<file path="config.mk">
export PLATFORM = sky130hd
export DESIGN_NAME = analog_scale_filter_hysteresis
export DESIGN_NICKNAME = d
export VERILOG_FILES = /design/src/sv/asfh_pkg.sv /design/src/sv/asfh_cfg_regs.sv /design/src/sv/asfh_serial_mul.sv /design/src/sv/analog_scale_filter_hysteresis.sv
export SDC_FILE = /design/constraint.sdc
export NUM_CORES = 2
export LEC_CHECK = 0
export BUFFER_PORTS_ARGS = -buffer_cell sky130_fd_sc_hd__buf_2
export CAP_MARGIN = 10
export CELL_PAD_IN_SITES_DETAIL_PLACEMENT = 0
export CELL_PAD_IN_SITES_GLOBAL_PLACEMENT = 2
export CORE_ASPECT_RATIO = 1.75
export CORE_UTILIZATION = 45
export DETAILED_ROUTE_END_ITERATION = 10
export GPL_ROUTABILITY_DRIVEN = 1
export MAX_ROUTING_LAYER = met4
export PLACE_DENSITY_LB_ADDON = 0.1
export SLEW_MARGIN = 0
export SYNTH_ARGS = -nofsm -noshare
export SYNTH_HDL_FRONTEND = slang
export SYNTH_SLANG_ARGS = --single-unit
</file>
<file path="constraint.sdc">
create_clock -name clk -period 10.4 [get_ports clk]
set_input_delay 1.04 -clock clk [delete_from_list [all_inputs] [get_ports clk]]
set_output_delay 1.04 -clock clk [all_outputs]
set_load 0.03 [all_outputs]
</file>
<file path="src/sv/asfh_pkg.sv">
`timescale 1ns / 1ps

package asfh_pkg;

	// Configuration port geometry
	localparam int CFG_IDX_W  = 3;
	localparam int CFG_DATA_W = 32;

	// Filter weight is unsigned Q1.16 regardless of the value format
	localparam int WEIGHT_SHIFT = 16;
	localparam logic [16:0] WEIGHT_ONE = 17'h10000;

	// Register indexes
	typedef enum logic [CFG_IDX_W-1:0] {
		REG_SCALE_MIN,
		REG_SCALE_MAX,
		REG_SCALE_GAIN,
		REG_SCALE_OFFSET,
		REG_VALUE_TRIM,
		REG_COUNT_TRIM,
		REG_FILTER_WEIGHT,
		REG_HYSTERESIS_BAND
	} asfh_reg_t;

	// Register file contents
	typedef struct packed {
		logic [31:0] scale_min;
		logic [31:0] scale_max;
		logic [31:0] scale_gain;
		logic [31:0] scale_offset;
		logic [31:0] value_trim;
		logic [12:0] count_trim;
		logic [16:0] filter_weight;
		logic [30:0] hysteresis_band;
	} asfh_cfg_t;

	// Control of the shift-add multiplier
	typedef struct packed {
		logic load;
		logic step;
		logic last;
	} asfh_mul_ctrl_t;

	// Sequencer states
	typedef enum logic [3:0] {
		ST_IDLE,
		ST_MUL1,
		ST_OFFSET,
		ST_TRIM,
		ST_CLAMP_HI,
		ST_CLAMP_LO,
		ST_DELTA_X,
		ST_MUL2,
		ST_FILTER,
		ST_DELTA_Y,
		ST_EMIT
	} asfh_state_t;

endpackage

</file>
<file path="src/sv/asfh_cfg_regs.sv">
`timescale 1ns / 1ps

module asfh_cfg_regs #(
	parameter int SAMPLE_BITS   = 12,
	parameter int FRACTION_BITS = 16
) (
	input  logic                          clk,
	input  logic                          arst_n,
	input  logic                          cfg_wr_en,
	input  logic [asfh_pkg::CFG_IDX_W-1:0]  cfg_index,
	input  logic [asfh_pkg::CFG_DATA_W-1:0] cfg_data,
	output asfh_pkg::asfh_cfg_t           cfg
);
	import asfh_pkg::*;

	// Reset values follow the sample and fraction widths
	localparam logic [63:0] MAX_RST  = ((64'd1 << SAMPLE_BITS) - 64'd1) << FRACTION_BITS;
	localparam logic [63:0] GAIN_RST = 64'd1 << FRACTION_BITS;

	asfh_cfg_t cfg_q;

	always_ff @(posedge clk or negedge arst_n) begin
		if (!arst_n) begin
			cfg_q.scale_min       <= '0;
			cfg_q.scale_max       <= MAX_RST[31:0];
			cfg_q.scale_gain      <= GAIN_RST[31:0];
			cfg_q.scale_offset    <= '0;
			cfg_q.value_trim      <= '0;
			cfg_q.count_trim      <= '0;
			cfg_q.filter_weight   <= WEIGHT_ONE;
			cfg_q.hysteresis_band <= 31'h0001_0000;
		end else if (cfg_wr_en) begin
			unique case (asfh_reg_t'(cfg_index))
				REG_SCALE_MIN:       cfg_q.scale_min       <= cfg_data;
				REG_SCALE_MAX:       cfg_q.scale_max       <= cfg_data;
				REG_SCALE_GAIN:      cfg_q.scale_gain      <= cfg_data;
				REG_SCALE_OFFSET:    cfg_q.scale_offset    <= cfg_data;
				REG_VALUE_TRIM:      cfg_q.value_trim      <= cfg_data;
				REG_COUNT_TRIM:      cfg_q.count_trim      <= cfg_data[12:0];
				REG_FILTER_WEIGHT:   cfg_q.filter_weight   <= cfg_data[16:0];
				REG_HYSTERESIS_BAND: cfg_q.hysteresis_band <= cfg_data[30:0];
				default: ;
			endcase
		end
	end

	assign cfg = cfg_q;

endmodule

</file>
<file path="src/sv/asfh_serial_mul.sv">
`timescale 1ns / 1ps

// Signed shift-add multiplier, one multiplier bit per cycle while step is asserted, LSB first.
// The last step handles the sign bit of the multiplier by subtracting.
module asfh_serial_mul #(
	parameter int AW = 33,
	parameter int BW = 18
) (
	input  logic                       clk,
	input  asfh_pkg::asfh_mul_ctrl_t   ctrl,
	input  logic signed [AW-1:0]       a,
	input  logic signed [BW-1:0]       b,
	output logic signed [AW+BW-1:0]    prod
);
	import asfh_pkg::*;

	logic signed [AW-1:0] a_q;
	logic signed [AW:0]   hi_q;
	logic        [BW-1:0] lo_q;
	logic signed [AW:0]   a_sx;
	logic signed [AW:0]   partial;
	logic signed [AW:0]   sum;

	// Partial product for the current multiplier bit
	always_comb begin
		a_sx    = {a_q[AW-1], a_q};
		partial = '0;
		if (lo_q[0])
			partial = ctrl.last ? -a_sx : a_sx;
		sum = hi_q + partial;
	end

	// Accumulate and shift right one place per step
	always_ff @(posedge clk) begin
		if (ctrl.load) begin
			a_q  <= a;
			hi_q <= '0;
			lo_q <= b;
		end else if (ctrl.step) begin
			hi_q <= {sum[AW], sum[AW:1]};
			lo_q <= {sum[0], lo_q[BW-1:1]};
		end
	end

	assign prod = {hi_q[AW-1:0], lo_q};

endmodule

</file>
<file path="src/sv/analog_scale_filter_hysteresis.sv">
`timescale 1ns / 1ps

// ADC sample conditioning: trim, linear scale, clamp, first-order filter and
// hysteresis change detection, all in signed Q16.16.
//
// Input channel (in_valid / in_stall) carries adc_sample; a transaction
// completes when in_valid is high and in_stall low. Output channel
// (out_valid / out_stall) carries filtered_value, magnitude, negative and
// variation, one result per input. Registers are written through cfg_wr_en,
// cfg_index and cfg_data; the user must do so only while no transaction is
// in flight, as the block does not enforce it.
//
// One sample at a time runs through a bit-serial shift-add multiplier, used
// twice (gain times count, then weight times filter step), with a multiplier
// operand of BW = max(18, SAMPLE_BITS + 2) bits. The result sits in an
// output register; while the receiver stalls it holds, and a finished
// sample waits in the last step until the register frees up. Reset
// restores the register defaults and clears the filter memory, the
// hysteresis reference and the variation flag.
module analog_scale_filter_hysteresis #(
	parameter int SAMPLE_BITS   = 12,
	parameter int FRACTION_BITS = 16
) (
	input  logic                            clk,
	input  logic                            arst_n,
	input  logic                            cfg_wr_en,
	input  logic [asfh_pkg::CFG_IDX_W-1:0]  cfg_index,
	input  logic [asfh_pkg::CFG_DATA_W-1:0] cfg_data,
	input  logic                            in_valid,
	output logic                            in_stall,
	input  logic [SAMPLE_BITS-1:0]          adc_sample,
	output logic                            out_valid,
	input  logic                            out_stall,
	output logic signed [31:0]              filtered_value,
	output logic [31:0]                     magnitude,
	output logic                            negative,
	output logic                            variation
);
	import asfh_pkg::*;

	// Operand widths of the shared multiplier
	localparam int AW    = 33;
	localparam int BW    = (SAMPLE_BITS + 2 > 18) ? SAMPLE_BITS + 2 : 18;
	localparam int XW    = AW + BW;
	localparam int CNT_W = $clog2(BW);

	asfh_cfg_t      cfg;
	asfh_mul_ctrl_t mul_ctrl;
	asfh_state_t    state_q, state_d;

	logic [CNT_W-1:0]       cnt_q;
	logic signed [AW-1:0]   mul_a;
	logic signed [BW-1:0]   mul_b;
	logic signed [XW-1:0]   prod;

	logic signed [XW-1:0]   x_q;
	logic signed [31:0]     m_q;
	logic signed [31:0]     ref_q;
	logic                   flag_q;
	logic signed [31:0]     y_q;
	logic signed [32:0]     delta_q;

	logic                   out_valid_q;
	logic signed [31:0]     filtered_value_q;
	logic [31:0]            magnitude_q;
	logic                   negative_q;
	logic                   variation_q;

	logic                   accept;
	logic                   out_free;
	logic                   emit;
	logic                   cnt_last;

	logic signed [BW-1:0]   count_b;
	logic signed [AW-1:0]   gain_a;
	logic signed [AW-1:0]   step_a;
	logic signed [BW-1:0]   weight_b;
	logic [16:0]            weight_sat;
	logic signed [XW-1:0]   offset_x, trim_x, min_x, max_x;
	logic signed [32:0]     y_sum;
	logic signed [33:0]     delta_w, band_w;
	logic                   crossing;

	asfh_cfg_regs #(
		.SAMPLE_BITS  (SAMPLE_BITS),
		.FRACTION_BITS(FRACTION_BITS)
	) u_cfg (
		.clk      (clk),
		.arst_n   (arst_n),
		.cfg_wr_en(cfg_wr_en),
		.cfg_index(cfg_index),
		.cfg_data (cfg_data),
		.cfg      (cfg)
	);

	asfh_serial_mul #(
		.AW(AW),
		.BW(BW)
	) u_mul (
		.clk (clk),
		.ctrl(mul_ctrl),
		.a   (mul_a),
		.b   (mul_b),
		.prod(prod)
	);

	// Handshake helpers
	assign accept   = (state_q == ST_IDLE) && in_valid;
	assign out_free = !out_valid_q || !out_stall;
	assign cnt_last = (cnt_q == '0);

	// Operand preparation
	always_comb begin
		count_b    = {{(BW-SAMPLE_BITS){1'b0}}, adc_sample}
		           + {{(BW-13){cfg.count_trim[12]}}, cfg.count_trim};
		gain_a     = {cfg.scale_gain[31], cfg.scale_gain};
		step_a     = {x_q[31], x_q[31:0]} - {m_q[31], m_q};
		weight_sat = cfg.filter_weight[16] ? WEIGHT_ONE : cfg.filter_weight;
		weight_b   = {{(BW-17){1'b0}}, weight_sat};
		offset_x   = {{(XW-32){cfg.scale_offset[31]}}, cfg.scale_offset};
		trim_x     = {{(XW-32){cfg.value_trim[31]}}, cfg.value_trim};
		min_x      = {{(XW-32){cfg.scale_min[31]}}, cfg.scale_min};
		max_x      = {{(XW-32){cfg.scale_max[31]}}, cfg.scale_max};
		y_sum      = {m_q[31], m_q} + prod[WEIGHT_SHIFT+32:WEIGHT_SHIFT];
		delta_w    = {delta_q[32], delta_q};
		band_w     = {3'b000, cfg.hysteresis_band};
		crossing   = (delta_w >= band_w) || (delta_w <= -band_w);
		mul_a      = (state_q == ST_IDLE) ? gain_a : step_a;
		mul_b      = (state_q == ST_IDLE) ? count_b : weight_b;
	end

	// Next state
	always_comb begin
		state_d = state_q;
		unique case (state_q)
			ST_IDLE:     if (in_valid) state_d = ST_MUL1;
			ST_MUL1:     if (cnt_last) state_d = ST_OFFSET;
			ST_OFFSET:   state_d = ST_TRIM;
			ST_TRIM:     state_d = ST_CLAMP_HI;
			ST_CLAMP_HI: state_d = ST_CLAMP_LO;
			ST_CLAMP_LO: state_d = ST_DELTA_X;
			ST_DELTA_X:  state_d = ST_MUL2;
			ST_MUL2:     if (cnt_last) state_d = ST_FILTER;
			ST_FILTER:   state_d = ST_DELTA_Y;
			ST_DELTA_Y:  state_d = ST_EMIT;
			ST_EMIT:     if (out_free) state_d = ST_IDLE;
			default:     state_d = ST_IDLE;
		endcase
	end

	// Sequencer outputs
	always_comb begin
		in_stall      = (state_q != ST_IDLE);
		mul_ctrl.load = accept || (state_q == ST_DELTA_X);
		mul_ctrl.step = (state_q == ST_MUL1) || (state_q == ST_MUL2);
		mul_ctrl.last = cnt_last;
		emit          = (state_q == ST_EMIT) && out_free;
	end

	always_ff @(posedge clk or negedge arst_n) begin
		if (!arst_n) begin
			state_q <= ST_IDLE;
			cnt_q   <= '0;
		end else begin
			state_q <= state_d;
			if (mul_ctrl.load)
				cnt_q <= CNT_W'(BW - 1);
			else if (mul_ctrl.step)
				cnt_q <= cnt_q - 1'b1;
		end
	end

	// Scaling, trim, clamp, filter and delta datapath
	always_ff @(posedge clk) begin
		unique case (state_q)
			ST_OFFSET:   x_q <= prod + offset_x;
			ST_TRIM:     x_q <= x_q + trim_x;
			ST_CLAMP_HI: if (x_q > max_x) x_q <= max_x;
			ST_CLAMP_LO: if (x_q < min_x) x_q <= min_x;
			ST_FILTER:   y_q <= y_sum[31:0];
			ST_DELTA_Y:  delta_q <= {y_q[31], y_q} - {ref_q[31], ref_q};
			default: ;
		endcase
	end

	// Filter memory, hysteresis reference and flag
	always_ff @(posedge clk or negedge arst_n) begin
		if (!arst_n) begin
			m_q    <= '0;
			ref_q  <= '0;
			flag_q <= 1'b0;
		end else if (emit) begin
			m_q <= y_q;
			if (crossing) begin
				ref_q  <= y_q;
				flag_q <= !flag_q;
			end else begin
				flag_q <= 1'b0;
			end
		end
	end

	// Output register
	always_ff @(posedge clk or negedge arst_n) begin
		if (!arst_n)
			out_valid_q <= 1'b0;
		else if (emit)
			out_valid_q <= 1'b1;
		else if (!out_stall)
			out_valid_q <= 1'b0;
	end

	always_ff @(posedge clk) begin
		if (emit) begin
			filtered_value_q <= y_q;
			magnitude_q      <= y_q[31] ? 32'(-y_q) : y_q;
			negative_q       <= y_q[31];
			variation_q      <= crossing ? !flag_q : 1'b0;
		end
	end

	assign out_valid      = out_valid_q;
	assign filtered_value = filtered_value_q;
	assign magnitude      = magnitude_q;
	assign negative       = negative_q;
	assign variation      = variation_q;

endmodule

</file>
# [Word level (Yosys, flattened, before mapping)]
# Index checks and enable logic that the tools add are counted.
[classes] add_sub_neg=11 n_mul=0 div=0 n_lt_le_gt_ge=4 eq_ne=24 shifts=0 muxes=21 bitwise=0 reduce_logical=26
[op_table] op="$pmux W51 S4" n=1
[op_table] op="$add A51 B32 Y51" n=2
[op_table] op="$mux W51" n=2
[op_table] op="$mux W34" n=2
[op_table] op="$sub A32 B32 Y33" n=2
[op_table] op="$mux W18" n=3
[op_table] op="$gt A51 B32 Y1" n=1
[op_table] op="$lt A51 B32 Y1" n=1
[op_table] op="$pmux W4 S11" n=1
[op_table] op="$add A33 B34 Y34" n=1
[op_table] op="$le A33 B34 Y1" n=1
[op_table] op="$neg A31 Y34" n=1
[op_table] op="$neg A33 Y34" n=1
[op_table] op="$ge A33 B32 Y1" n=1
[op_table] op="$mux W33" n=1
[op_table] op="$add A32 B32 Y32" n=1
[op_table] op="$neg A32 Y32" n=1
[op_table] op="$mux W31" n=1
[op_table] op="$reduce_and A2 Y1" n=9
[op_table] op="$mux W17" n=1
[op_table] op="$eq A4 B3 Y1 const B" n=4
[op_table] op="$mux W4" n=4
[op_table] op="$add A13 B13 Y14" n=1
[op_table] op="$eq A3 B3 Y1 const B" n=4
[op_table] op="other kinds (20)" n=39
[totals] reg_bits=562 latchBits=0 ramBits=0 rom_bits=0 in_bits=52 wordCells=111 memories=0

# [Depth between registers and ports, before layout]
[logic_depth] ltp_word=6 ltp_mapped=22 ltp_nobuf=21

# [Modules after synthesis]
# From an unflattened synthesis, not the netlist that was laid out.
[unflattened] cells_unflattened=3924 hier_area_um2=39290.2
[by_module_without_submodules] mod="analog_scale_filter_hysteresis" instances=1 cells_per_inst=2914 area_each_um2=25574.5
[by_module_without_submodules] mod="asfh_cfg_regs" instances=1 cells_per_inst=477 area_each_um2=8354.3
[by_module_without_submodules] mod="asfh_serial_mul" instances=1 cells_per_inst=533 area_each_um2=5361.4

# [Worst setup path after synthesis]
# No wires, ideal clock.
[synth_timing] path_type="register to register" start="register u_cfg.cfg_q, in the netlist u_cfg.cfg[220]" end="register x_q[0] (enable)" setup_ps=538 arrival_time_ps=6270 path_slack_ps=3593 path_stages_with_launch=13 path_cell_list="dfrtp_1 -> inv_1 -> ha_1 -> a21o_1 -> a21o_1 -> a21oi_1 -> nor2_1 -> a211oi_1 -> nor2_1 -> a2111oi_0 -> o31a_1 -> nor3_1 -> a21boi_0"
[synth_via] elab_chain_len=3
[synth_rtl] element="from (decl)" line="asfh_cfg_regs.sv:20" text="asfh_cfg_t cfg_q;"
[synth_rtl] element="$lt A51 B32 Y1" line="analog_scale_filter_hysteresis.sv:179" text="ST_CLAMP_LO: if (x_q < min_x) x_q <= min_x;"
[synth_rtl] element="$ne A2 B2 Y1 (no line)"
[synth_rtl] element="$reduce_and A3 Y1 (no line)"
[synth_rtl] element="to (signal assigned)" line="analog_scale_filter_hysteresis.sv:177" text="ST_TRIM: x_q <= x_q + trim_x;"
[synth_rtl] element="to (signal assigned)" line="analog_scale_filter_hysteresis.sv:178" text="ST_CLAMP_HI: if (x_q > max_x) x_q <= max_x;"
[synth_rtl] element="to (signal assigned)" line="analog_scale_filter_hysteresis.sv:179"
[synth_rtl] element="to (decl)" line="analog_scale_filter_hysteresis.sv:56" text="logic signed [XW-1:0] x_q;"
# Every way passes these cells.
# A chain may end at the register's enable or synchronous reset.

# [Worst setup path in the final report]
[layout_timing] start="register u_cfg.cfg_q, in the netlist u_cfg.cfg[7]" end="register ref_q[29]"
[layout_via] elab_chain_len=4 elab_cells_between_ends=5
[layout_rtl] element="$neg A31 Y34" line="analog_scale_filter_hysteresis.sv:127" text="crossing = (delta_w >= band_w) || (delta_w <= -band_w);"
[layout_rtl] element="$le A33 B34 Y1" line="analog_scale_filter_hysteresis.sv:127"
[layout_rtl] element="$logic_or A1 B1 Y1 *" line="analog_scale_filter_hysteresis.sv:127"
[layout_rtl] element="$reduce_and A2 Y1 (no line) *"
[layout_rtl] element="to (signal assigned)" line="analog_scale_filter_hysteresis.sv:195" text="ref_q <= y_q;"
[layout_rtl] element="to (decl)" line="analog_scale_filter_hysteresis.sv:58" text="logic signed [31:0] ref_q;"
# Mark *: on every way between the ends. The rest lies on a longest branch, timed or not.

==> run metrics <==
IO Count=120; vias=roughly 30000; initial antenna violation count=8; fin area=approximately 42000 µm²; CTS tree=yes; Sink Count=560; Post-synth EDFFs=approximately 230; first-pass GRT wire length=about 180 mm; clock latency on the worst-skew pair=680 ps; Slew Viols, Final=0; Area growth syn-to-layout=10.5%; Peak VDD IR=0.190 mV; drt initial violations=~1600; sequential share of the synthesized area=around two fifths; Slew @ Worst Pin=1200 ps; worst-path maximum fanout=18; syn_area_per_cell=between 9 and 10 µm²; die area=about 86000 µm²; vias in the first global route=a little over 30000; RSZ-0062 raised after global routing=no; DP Cell Count=5043; final antenna-violating net count=0; HPWL after DPL=about 93 mm; Core Area=~84000 µm²; clock root buffer=clkbuf_16; pin count of the biggest net entering global routing=just over 80; share of cells above drive strength 1=between 10% and 20%; DRC Markers=0; number of max-cap violations=0; asr flop ratio synth=between 50 and 60%; Final min period=around 5800 ps; # setup viols final=0; Pwr Density=341 nW/µm²; Placer Congestion=about 0.9; syn nets=between 4000 and 5000; global route total overflow=0; worst r2r path cells=21; number of H-tree levels=2; Mapped Area=38300 µm²; period utilisation layout=55.4%; outcome=finished clean; DIE HEIGHT=about 390 µm; Startpoint Class=register; Num CTS Buffers=58; DR pass1 iterations=7; WL final=approximately 120 mm; relative slew slack=about 20%; Crit. Startpoint=u_cfg.cfg[7]; initial core utilization=45.4%; Final Util=50.2%; clock skew=between 40 and 50 ps; setup repair bufs after CTS=0; Mapped Cells=roughly 3900; yosys warns=0; cts hold-fix bufs=0; Most used DFF post-synth=dfrtp_1; synth unique cells=81; clk slew on worst S/H paths=60 ps; FF+latch count, synth=560; DIE WIDTH=~220 µm; Cell Count, Final, Fillers Out=slightly above 5000; Fillers=approximately 8000; Setup CP Type=reg2reg; DR vias/cell=just under 6; R2R Setup Slk=between 4000 and 5000 ps; Pleak=roughly 18 nW; row cnt=141; TNS Setup=0 ps; Worst R2R Start=u_cfg.cfg[7]; critical path endpoint=ref_q[29]; Final nets=4500; All-Layer GR Usage=around 28%; post-CTS resize count=0; # port buffers=~120; Worst Hold Class=in2async; FMAX=approximately 0.17 GHz; worst path required time=10960 ps; reg2reg end=ref_q[29]; arrival time of data at the critical path endpoint=approximately 6300 ps; wire per inst=~23 µm; CTS Buffer Depth=3; Final Hold Violating Endpoints=0; placed cell area=about 40000 µm²; CP endpoint kind=register
-- layout by cell type, fill, tap and decap left out, types with 29 or more instances in the layout --
cell type and instances:
nor3_1 52, buf_4 40, a31oi_1 31, nand4_1 52
nand2b_1 44, clkbuf_16 62, nand3_1 54, dfxtp_1 33
o21bai_1 39, nor2_1 206, buf_2 118, dfrtp_1 281
a21oi_1 305, mux2_2 191, xnor2_1 202, ha_1 410
and2_1 39, a211oi_1 33, inv_1 254, o21ai_0 324
a222oi_1 29, nor2b_1 43, xor2_1 90, nand2_1 329
edfxtp_1 231, a21o_1 168, o31ai_1 29
-- stage by stage --
stage                     power (mW)  worst slack, ps  hold slack (ps)
after floorplan                 9.70             3590              452
after global placement          12.1             4630              484
after detailed placement        12.1             4560              491
after CTS                       14.5             4580              389
after global routing            15.5             3940              423
final                           14.4             4640              377
-- worst min-delay path by stage --
| stage | slack (ps) | startpoint | end |
|---|---|---|---|
| after detailed placement | 490 | u_cfg.cfg[42] | u_cfg.cfg[42] |
| after global placement | 480 | u_cfg.cfg[42] | u_cfg.cfg[42] |
| after global routing | 420 | arst_n | m_q[30] |
| final | 380 | arst_n | ref_q[31] |
| after CTS | 390 | arst_n | ref_q[31] |
| after floorplan | 450 | y_q[31] | filtered_value[31] |
-- layer usage --
metal | track usage [%] | vias up | part of all wire [%]
met2 | 53.2 | 465 | 54
li1 | - | 14600 | -
met4 | 8.75 | 0 | 3.1
met5 | - | - | 0
met3 | 2.30 | 156 | 2.6
met1 | 31.5 | 14600 | 40
-- cells in the mapped netlist (31+ instances only) --
master / number / area share, %
a21o_1: 168 / 3.3
edfxtp_1: 231 / 18
o21bai_1: 39 / 0.77
o21ai_0: 324 / 4.2
dfxtp_1: 33 / 1.7
nand2_1: 329 / 3.2
clkbuf_1: 107 / 1.0
and2_1: 39 / 0.64
nor2_1: 208 / 2.0
nand4_1: 52 / 0.85
nor2b_1: 43 / 0.70
dfrtp_1: 281 / 18
a211oi_1: 33 / 0.65
nand2b_1: 44 / 0.72
xor2_1: 90 / 2.1
a21oi_1: 306 / 4.0
ha_1: 410 / 13
nor3_1: 57 / 0.75
a31oi_1: 31 / 0.51
xnor2_1: 202 / 4.6
inv_1: 255 / 2.5
mux2_2: 191 / 5.6
nand3_1: 54 / 0.71
-- power by group --
group	total (mW)	switching, mW	internal [mW]
clock	2.36	0.992	1.37
sequential	4.08	0.724	3.36
combinational	7.98	4.74	3.24
-- final cells by class --
type	count	area, µm²	share of cell area (%)
clock inverter	37	488	1.15
antenna	2	5.00	0.0118
tap	1072	1340	3.17
clock buffer	73	1660	3.93
sequential	560	15000	35.5
timing repair buffer	159	906	2.14
multi-input combinational	2995	21900	51.8
inverter	257	967	2.29
-- flip-flops by register name, indices dropped and copies added, names as in the netlist, 33 cells and up --
name	cells
u_cfg.cfg	221
x_q	51
delta_q	33
u_mul.a_q	33
u_mul.hi_q	33
-- critical path: stages, from the launching register on --
cell and delay (ps):
dfrtp_1 400, inv_1 130, nand4_1 180, nor4_1 490, nand4_1 390, or3_1 490
nor3_1 270, nand2_1 170, nor2_1 140, xnor2_1 140, ha_1 270, a21o_1 160
a21o_1 170, a21oi_1 120, o21ai_0 90, a221oi_1 260, xnor2_1 110, a41oi_1 150
o21ai_0 130, nand2_1 580, buf_4 400, mux2_2 370
-- cell families (layout without fill, tap and decap cells) --
logic type               Yosys count  count (layout)  synth area share [%]
AND/OR/NAND/NOR                  949             949                  11.9
adder cells (fa/ha/maj)          417             417                  13.8
AO/OA/AOI/OAI                   1138            1138                  18.8
other                              0               2                     0
flip-flops                       560             560                  39.3
XOR/XNOR                         292             292                  6.68
multiplexers                     199             199                  5.83
buffers and inverters            373             526                  3.69
Power figures use the tool's default switching activity.
